==> config.mk <==
export PLATFORM = sky130hd
export DESIGN_NAME = spi_slave_register_access_framer_flat
export DESIGN_NICKNAME = d
export VERILOG_FILES = /design/src/hw/rtl/ssraf_pkg.sv /design/src/hw/rtl/ssraf_if.sv /design/src/hw/rtl/spi_slave_register_access_framer.sv /design/src/flat_wrapper.sv
export SDC_FILE = /design/constraint.sdc
export NUM_CORES = 1
export LEC_CHECK = 0
export BUFFER_PORTS_ARGS = -buffer_cell sky130_fd_sc_hd__clkbuf_2
export CORE_ASPECT_RATIO = 0.6
export CORE_MARGIN = 3
export CORE_UTILIZATION = 55
export DETAILED_ROUTE_END_ITERATION = 8
export HOLD_SLACK_MARGIN = 0.12
export PLACE_DENSITY = 0.74
export SLEW_MARGIN = 20
export SYNTH_ARGS = -nofsm -noshare
export SYNTH_HDL_FRONTEND = slang
export SYNTH_SLANG_ARGS = --single-unit
==> constraint.sdc <==
create_clock -name clk -period 3.1 [get_ports clk]
set_input_delay 0.155 -clock clk [delete_from_list [all_inputs] [get_ports clk]]
set_output_delay 0.155 -clock clk [all_outputs]
set_load 0.005 [all_outputs]
==> src/hw/rtl/ssraf_pkg.sv <==
// Shared constants, types and helpers of the SPI slave register-access framer.
`default_nettype none

package ssraf_pkg;

    localparam int REG_ROWS    = 4;
    localparam int ROW_BYTES   = 12;
    localparam int MAX_RESULTS = 12;
    localparam int TABLE_DEPTH = REG_ROWS * ROW_BYTES;
    localparam int ADDR_W      = $clog2(TABLE_DEPTH);
    localparam int ROW_W       = 2;
    localparam int COL_W       = 4;
    localparam int LEN_W       = 4;

    localparam logic [LEN_W-1:0] MAX_LEN_RESET = LEN_W'(10);
    localparam logic [7:0]       BYTE_ONES     = 8'hFF;

    localparam logic       IN_MASTER = 1'b0;
    localparam logic       IN_TABLE  = 1'b1;
    localparam logic [7:0] OP_WRITE  = 8'd0;
    localparam logic [7:0] OP_READ   = 8'd1;

    localparam logic [1:0] OUT_REPLY = 2'd0;
    localparam logic [1:0] OUT_WDATA = 2'd1;
    localparam logic [1:0] OUT_ERROR = 2'd2;

    typedef enum logic [2:0] {
        ST_OPCODE,
        ST_REGISTER,
        ST_LENGTH,
        ST_DATA,
        ST_READ
    } state_t;

    function automatic logic [ADDR_W-1:0] table_addr(input logic [ROW_W-1:0] row,
                                                     input logic [COL_W-1:0] col);
        table_addr = ADDR_W'(int'(row) * ROW_BYTES + int'(col));
    endfunction

endpackage

`default_nettype wire

==> src/hw/rtl/ssraf_if.sv <==
// Valid/ready channel interfaces for the framer input and result transfers.
`default_nettype none

interface ssraf_in_if;
    logic       valid;
    logic       ready;
    logic       kind;
    logic [7:0] data_byte;
    logic [1:0] table_row;
    logic [3:0] table_col;

    modport source (output valid, output kind, output data_byte, output table_row,
                    output table_col, input ready);
    modport sink (input valid, input kind, input data_byte, input table_row,
                  input table_col, output ready);
endinterface

interface ssraf_out_if;
    logic       valid;
    logic       ready;
    logic [1:0] out_kind;
    logic [7:0] out_byte;
    logic [7:0] target_register;
    logic [7:0] byte_position;
    logic       last;
    logic       bad_register;

    modport source (output valid, output out_kind, output out_byte, output target_register,
                    output byte_position, output last, output bad_register, input ready);
    modport sink (input valid, input out_kind, input out_byte, input target_register,
                  input byte_position, input last, input bad_register, output ready);
endinterface

`default_nettype wire

==> src/hw/rtl/spi_slave_register_access_framer.sv <==
// Top level of the SPI slave register-access framer.
//
// The req channel carries one transfer per master byte (kind 0) or per host
// table write (kind 1). Master frames are opcode, register index and length;
// a write frame then carries its data bytes. The rsp channel carries reply
// bytes, write data bytes and frame errors, one transfer each.
// An error or write data byte appears on rsp in the cycle after its input
// transfer. A read reply follows the length byte through ST_READ and mem_rd_reg
// and streams one byte per cycle from the table memory, up to 12 bytes, while
// the sink is ready; req stays not ready until the last reply byte is loaded.
// All other input transfers are taken one per cycle, also while a finished
// result waits in the output register, as long as the sink takes it that cycle.
// When the sink stalls, the output register holds its result and req waits.
// The max_read_length register is written through cfg_we and cfg_wdata.
// Reset clears the framer to await an opcode, sets max_read_length to 10 and
// marks every table byte as holding its row number, with no clearing pass.
`default_nettype none

module spi_slave_register_access_framer (
    input  wire logic                       clk,
    input  wire logic                       rst_n,
    input  wire logic                       cfg_we,
    input  wire logic [ssraf_pkg::LEN_W-1:0] cfg_wdata,
    ssraf_in_if.sink                        req,
    ssraf_out_if.source                     rsp
);
    import ssraf_pkg::*;

    state_t                 state_reg, state_next;
    logic                   is_read_reg, is_read_next;
    logic [7:0]             frame_reg_reg, frame_reg_next;
    logic [7:0]             frame_len_reg, frame_len_next;
    logic [7:0]             data_count_reg, data_count_next;
    logic [LEN_W-1:0]       rd_len_reg, rd_len_next;
    logic [LEN_W-1:0]       rd_pos_reg, rd_pos_next;
    logic [LEN_W-1:0]       max_len_reg;
    logic                   rsp_valid_reg, rsp_valid_next;
    logic [1:0]             out_kind_reg, out_kind_next;
    logic [7:0]             out_byte_reg, out_byte_next;
    logic [7:0]             target_reg, target_next;
    logic [7:0]             position_reg, position_next;
    logic                   last_reg, last_next;
    logic                   bad_reg, bad_next;

    logic [7:0]             table_mem [TABLE_DEPTH];
    logic [TABLE_DEPTH-1:0] tbl_valid_reg;
    logic [7:0]             mem_rd_reg;
    logic                   rd_valid_reg;

    logic                   out_free;
    logic                   accept;
    logic                   load_out;
    logic                   wr_en;
    logic [ADDR_W-1:0]      wr_addr;
    logic                   rd_en;
    logic [ADDR_W-1:0]      rd_addr;
    logic [LEN_W-1:0]       lim;
    logic [LEN_W-1:0]       reply_count;
    logic                   bad_row;
    logic [7:0]             table_byte;

    assign out_free  = !rsp_valid_reg || rsp.ready;
    assign req.ready = (state_reg != ST_READ) && out_free;
    assign accept    = req.valid && req.ready;

    assign lim         = (max_len_reg > LEN_W'(MAX_RESULTS)) ? LEN_W'(MAX_RESULTS) : max_len_reg;
    assign reply_count = (req.data_byte > {{(8-LEN_W){1'b0}}, lim}) ? lim
                                                                    : req.data_byte[LEN_W-1:0];
    assign bad_row     = frame_reg_reg >= 8'(REG_ROWS);
    assign table_byte  = rd_valid_reg ? mem_rd_reg : {{(8-ROW_W){1'b0}}, frame_reg_reg[ROW_W-1:0]};

    assign wr_addr = table_addr(req.table_row, req.table_col);
    assign wr_en   = accept && (req.kind == IN_TABLE)
                     && (int'(req.table_row) < REG_ROWS) && (int'(req.table_col) < ROW_BYTES);

    always_comb
    begin
        state_next      = state_reg;
        is_read_next    = is_read_reg;
        frame_reg_next  = frame_reg_reg;
        frame_len_next  = frame_len_reg;
        data_count_next = data_count_reg;
        rd_len_next     = rd_len_reg;
        rd_pos_next     = rd_pos_reg;
        load_out        = 1'b0;
        out_kind_next   = out_kind_reg;
        out_byte_next   = out_byte_reg;
        target_next     = target_reg;
        position_next   = position_reg;
        last_next       = last_reg;
        bad_next        = bad_reg;
        rd_en           = 1'b0;
        rd_addr         = table_addr(frame_reg_reg[ROW_W-1:0], '0);

        if (accept && (req.kind == IN_MASTER))
        begin
            case (state_reg)
                ST_OPCODE:
                begin
                    frame_reg_next  = BYTE_ONES;
                    frame_len_next  = '0;
                    data_count_next = '0;
                    if ((req.data_byte == OP_WRITE) || (req.data_byte == OP_READ))
                    begin
                        is_read_next = req.data_byte[0];
                        state_next   = ST_REGISTER;
                    end
                    else
                    begin
                        load_out      = 1'b1;
                        out_kind_next = OUT_ERROR;
                        out_byte_next = req.data_byte;
                        target_next   = BYTE_ONES;
                        position_next = '0;
                        last_next     = 1'b1;
                        bad_next      = 1'b0;
                    end
                end
                ST_REGISTER:
                begin
                    frame_reg_next = req.data_byte;
                    state_next     = ST_LENGTH;
                end
                ST_LENGTH:
                begin
                    frame_len_next  = req.data_byte;
                    data_count_next = '0;
                    if (is_read_reg)
                    begin
                        if (reply_count != '0)
                        begin
                            rd_len_next = reply_count;
                            rd_pos_next = '0;
                            rd_en       = 1'b1;
                            state_next  = ST_READ;
                        end
                        else
                        begin
                            state_next = ST_OPCODE;
                        end
                    end
                    else
                    begin
                        state_next = (req.data_byte == 8'd0) ? ST_OPCODE : ST_DATA;
                    end
                end
                ST_DATA:
                begin
                    load_out        = 1'b1;
                    out_kind_next   = OUT_WDATA;
                    out_byte_next   = req.data_byte;
                    target_next     = frame_reg_reg;
                    position_next   = data_count_reg;
                    last_next       = ({1'b0, data_count_reg} + 9'd1) >= {1'b0, frame_len_reg};
                    bad_next        = 1'b0;
                    data_count_next = data_count_reg + 8'd1;
                    if (last_next)
                    begin
                        state_next = ST_OPCODE;
                    end
                end
                default:
                begin
                end
            endcase
        end
        else if ((state_reg == ST_READ) && out_free)
        begin
            load_out      = 1'b1;
            out_kind_next = OUT_REPLY;
            out_byte_next = (!bad_row && (int'(rd_pos_reg) < ROW_BYTES)) ? table_byte : BYTE_ONES;
            target_next   = frame_reg_reg;
            position_next = 8'(rd_pos_reg);
            last_next     = (rd_pos_reg + LEN_W'(1)) == rd_len_reg;
            bad_next      = bad_row;
            if (last_next)
            begin
                state_next = ST_OPCODE;
            end
            else
            begin
                rd_pos_next = rd_pos_reg + LEN_W'(1);
                rd_en       = 1'b1;
                rd_addr     = table_addr(frame_reg_reg[ROW_W-1:0], rd_pos_next);
            end
        end

        if (load_out)
        begin
            rsp_valid_next = 1'b1;
        end
        else
        begin
            rsp_valid_next = rsp_valid_reg && !rsp.ready;
        end
    end

    always_ff @(posedge clk or negedge rst_n)
    begin
        if (!rst_n)
        begin
            state_reg      <= ST_OPCODE;
            is_read_reg    <= 1'b0;
            frame_reg_reg  <= BYTE_ONES;
            frame_len_reg  <= '0;
            data_count_reg <= '0;
            rd_len_reg     <= '0;
            rd_pos_reg     <= '0;
            max_len_reg    <= MAX_LEN_RESET;
            rsp_valid_reg  <= 1'b0;
            tbl_valid_reg  <= '0;
            rd_valid_reg   <= 1'b0;
        end
        else
        begin
            state_reg      <= state_next;
            is_read_reg    <= is_read_next;
            frame_reg_reg  <= frame_reg_next;
            frame_len_reg  <= frame_len_next;
            data_count_reg <= data_count_next;
            rd_len_reg     <= rd_len_next;
            rd_pos_reg     <= rd_pos_next;
            rsp_valid_reg  <= rsp_valid_next;
            if (cfg_we)
            begin
                max_len_reg <= cfg_wdata;
            end
            if (wr_en)
            begin
                tbl_valid_reg[wr_addr] <= 1'b1;
            end
            if (rd_en)
            begin
                rd_valid_reg <= tbl_valid_reg[rd_addr];
            end
        end
    end

    always_ff @(posedge clk)
    begin
        if (wr_en)
        begin
            table_mem[wr_addr] <= req.data_byte;
        end
        if (rd_en)
        begin
            mem_rd_reg <= table_mem[rd_addr];
        end
    end

    always_ff @(posedge clk)
    begin
        out_kind_reg <= out_kind_next;
        out_byte_reg <= out_byte_next;
        target_reg   <= target_next;
        position_reg <= position_next;
        last_reg     <= last_next;
        bad_reg      <= bad_next;
    end

    assign rsp.valid           = rsp_valid_reg;
    assign rsp.out_kind        = out_kind_reg;
    assign rsp.out_byte        = out_byte_reg;
    assign rsp.target_register = target_reg;
    assign rsp.byte_position   = position_reg;
    assign rsp.last            = last_reg;
    assign rsp.bad_register    = bad_reg;

endmodule

`default_nettype wire

==> src/flat_wrapper.sv <==
// flat-port wrapper written by rule: the top's interface ports become plain ports
module spi_slave_register_access_framer_flat import ssraf_pkg::*;
  (clk, rst_n, cfg_we, cfg_wdata, req_valid, req_kind, req_data_byte, req_table_row, req_table_col, req_ready, rsp_valid, rsp_out_kind, rsp_out_byte, rsp_target_register, rsp_byte_position, rsp_last, rsp_bad_register, rsp_ready);
  ssraf_in_if req_i ();
  ssraf_out_if rsp_i ();
  input  wire logic clk;
  input  wire logic rst_n;
  input  wire logic cfg_we;
  input  wire logic [ssraf_pkg::LEN_W-1:0] cfg_wdata;
  input wire logic [$bits(req_i.valid)-1:0] req_valid;
  input wire logic [$bits(req_i.kind)-1:0] req_kind;
  input wire logic [$bits(req_i.data_byte)-1:0] req_data_byte;
  input wire logic [$bits(req_i.table_row)-1:0] req_table_row;
  input wire logic [$bits(req_i.table_col)-1:0] req_table_col;
  output wire logic [$bits(req_i.ready)-1:0] req_ready;
  output wire logic [$bits(rsp_i.valid)-1:0] rsp_valid;
  output wire logic [$bits(rsp_i.out_kind)-1:0] rsp_out_kind;
  output wire logic [$bits(rsp_i.out_byte)-1:0] rsp_out_byte;
  output wire logic [$bits(rsp_i.target_register)-1:0] rsp_target_register;
  output wire logic [$bits(rsp_i.byte_position)-1:0] rsp_byte_position;
  output wire logic [$bits(rsp_i.last)-1:0] rsp_last;
  output wire logic [$bits(rsp_i.bad_register)-1:0] rsp_bad_register;
  input wire logic [$bits(rsp_i.ready)-1:0] rsp_ready;
  assign req_i.valid = req_valid;
  assign req_i.kind = req_kind;
  assign req_i.data_byte = req_data_byte;
  assign req_i.table_row = req_table_row;
  assign req_i.table_col = req_table_col;
  assign req_ready = req_i.ready;
  assign rsp_valid = rsp_i.valid;
  assign rsp_out_kind = rsp_i.out_kind;
  assign rsp_out_byte = rsp_i.out_byte;
  assign rsp_target_register = rsp_i.target_register;
  assign rsp_byte_position = rsp_i.byte_position;
  assign rsp_last = rsp_i.last;
  assign rsp_bad_register = rsp_i.bad_register;
  assign rsp_i.ready = rsp_ready;
  spi_slave_register_access_framer u_core (.clk(clk), .rst_n(rst_n), .cfg_we(cfg_we), .cfg_wdata(cfg_wdata), .req(req_i), .rsp(rsp_i));
endmodule
==> run summary <==
Run status: finished, violations left
Failing checks: negative setup slack
Min setup slack post-route: -256.4 ps
Largest net degree at the start of global routing: 52
Max FO, Critical Path: 8
Overall Global Routing Usage: 0.3148
Most common cell on crit path: ha_2
DR pass1 iterations: 6
Synthesized netlist cell count: 1633
Clock Sinks: 510
Most area-consuming cells after synthesis: edfxtp_1 58%, dfrtp_1 9.3%, nand2_1 4.1%, mux2i_1 3.0%, a21oi_1 2.4%
Worst setup EP type: flop
PwrDens: 916.3 nW/µm²
Yosys top cell by area: edfxtp_1
CTS tree: yes
IO buf count: 53
DR WL met2: 27660 µm
Layout Cells excl Fill: 2458
Top FF cell, synth: edfxtp_1
Final ANT Viol Nets: 0
Starting DRT DRC Count: 2607
Top cell type's share of synthesized area: 0.5828
CP startpoint kind: flop
Final instance area: 26560 µm²
Fin. max-slew vios: 0
Cell Area, Placed: 24130 µm²
Dpl hpwl: 44550 µm
Clock input transition at the sequential cells of the worst setup and hold paths: 70 ps
Layout cells sized above 1: 0.2766
Max Used Layer: met4
Worst-Margin Slew: 1150 ps
Vias/cell: 6.443
Top cells by count, synth: 420 x edfxtp_1, 236 x nand2_1, 116 x nor2_1
Final Hold Viols: 0
WL per Instance: 27.41 µm
GR Overflow Total: 0
H-tree levels: 2
Worst Hold Class: in2reg
Post-synth EDFFs: 420
Leak: 10.10 nW
Max_slew headroom: 0.2305
Initial antenna violation count: 0
RSZ-0062 raised after global routing: yes
Slowest stage delay, CP: 390 ps
Reg2Reg Launch Point: u_core.rd_pos_reg[0]
Critical-path top delay cell: dfrtp_1
Chip Width: 262.1 µm
CP Data Arrival Time: 3670 ps
Clk_skew: 15.97 ps
Core area: 38260 µm²
Final #Nets: 1957
Syn_nets: 1682
Hold path start: req_data_byte[3]
CTS Buffer Depth: 3
Placed Cells: 2340
CP bufs+invs: 3
Synthesized flop and latch total: 510
Global placer's final weighted congestion: 0.9712
Chip height: 159.7 µm
Total CTS buffers: 45
Metal3 WL: 9445 µm
Sequential share of the synthesized area: 0.6874
Most frequent cell after synthesis: edfxtp_1
WL final: 67370 µm
Required time worst endpoint: 3420 ps
Syn_area_per_cell: 13.25 µm²
Fmax: 297.9 MHz
Top cell family by delay on the critical path: compound AO/OA/AOI/OAI gates
Distinct cell type count after synthesis: 85
Final Cycle Share: 1.083
WL met1: 28630 µm
First-pass GRT wire length: 96480 µm
Root buffer cell: clkbuf_16
Mapped Area: 21640 µm²
Peak VDD IR: 0.5439 mV
Max cap viols: 0
Skew-Pair Late Insertion Delay: 570 ps
# rows: 55
Max reg flops: 384
I/O Pins: 54
Async SR Flop Fraction: 0.1765
Vias in the first global route: 14.58k
Crit path launch: u_core.rd_pos_reg[0]
Area growth syn-to-layout: 22.72%
Vias post-DR: 15.84k
Die ar.: 41840 µm²
DRC: 0
Fin crit period: 3356 ps
N_diodes: 0
Critical path class: reg2reg
Initial Util: 0.5656
# setup viols final: 9
Crit-path cells: ha_2 -> xor2_1 -> ha_2 -> inv_2 -> fa_2 -> o31ai_2 -> o21ai_1 -> or2_4 -> buf_16 -> buf_4 -> a311oi_2 -> a21oi_4 -> a32o_1
Yosys Warn Count: 0
==> cell type report <==
cell class | count | area (µm²)
clock inverters | 25 | 207.7
well taps | 513 | 641.9
repair buffers | 318 | 2758
flip-flops and latches | 510 | 14880
inverters | 37 | 138.9
fillers | 2581 | 11710
clock buffers | 59 | 1261
multi-input cells | 996 | 6673
==> repair_timing <==
| action | in CTS | in global routing |
|---|---|---|
| hold endpoints to repair | 53 | 0 |
| buffers inserted | 13 | 7 |
| resized for setup | 69 | 43 |
| pin swaps | 26 | 28 |
| cloned | 3 | 3 |
| hold buffers | 12 | 0 |
| endpoints found under the setup margin | 9 | 10 |
==> final timing paths <==
| check | endpoint | slack (ps) | cells past startpoint |
|---|---|---|---|
| setup / recovery | u_core.mem_rd_reg[7] | -260 | 13 |
| hold / removal | u_core.table_mem[15][3] | 160 | 2 |
| setup reg to reg | u_core.mem_rd_reg[7] | -260 | 13 |
| hold reg to reg | u_core.tbl_valid_reg[7] | 470 | 1 |
| max in group asynchronous | u_core.frame_reg_reg[6] | 2100 | 3 |
| min in group asynchronous | u_core.data_count_reg[5] | 210 | 2 |
==> power by group <==
| part | leakage, nW | total, W | switching, W | internal (W) |
|---|---|---|---|---|
| clock | 0.725 | 0.00566 | 0.00253 | 0.00313 |
| sequential | 4.93 | 0.00829 | 0.000275 | 0.00802 |
| combinational | 4.44 | 0.0104 | 0.00590 | 0.00448 |
| total | 10.1 | 0.0243 | 0.00871 | 0.0156 |
==> kinds of logic after synthesis <==
kind of cell             share of synthesized area
XOR/XNOR                                   0.01052
AND/OR/NAND/NOR                             0.1134
AO/OA/AOI/OAI                               0.1099
multiplexers                               0.03585
flip-flops                                  0.6874
buffers and inverters                      0.02775
adder cells (fa/ha/maj)                    0.01515
==> cells in the final DEF, fill, tap and decap left out, drive strengths merged, types with 6 or more instances in the layout <==
master	n
a211o	7
a211oi	6
a21o	23
a21oi	104
a22o	7
a31oi	29
a32oi	11
and2	7
and3	11
buf	250
clkbuf	114
clkinv	20
dfrtp	80
dfstp	10
dlygate4sd3	12
edfxtp	420
ha	23
inv	38
mux2	8
mux2i	64
nand2	237
nand2b	9
nand3	46
nand4	12
nor2	118
nor2b	7
nor3	18
nor4	9
o211ai	12
o21ai	36
o221ai	42
o311ai	6
or2	49
xnor2	8
xor2	9
==> layer usage <==
layer,vias up,global-route usage
met1,7867,0.5127
met4,0,0.06882
met5,-,0
li1,6684,-
met3,134,0.09035
met2,1152,0.4163
==> metrics by stage <==
step | TNS [ps] | total power (W) | setup slack, ps | hold slack (ps) | utilization
after floorplan | -30.93 | 0.01283 | -30.93 | -140.6 | -
after global placement | -2125 | 0.01683 | -397.1 | 237.5 | 0.6305
after detailed placement | -2413 | 0.01699 | -370.8 | 242.4 | 0.6305
after CTS | -1198 | 0.02336 | -167.6 | 138.6 | 0.6841
after global routing | -2689 | 0.02509 | -348.3 | 150.3 | 0.6941
final | -1943 | 0.02434 | -256.4 | 159.0 | 0.6941
Note: power is estimated with default switching activity, not from simulation.
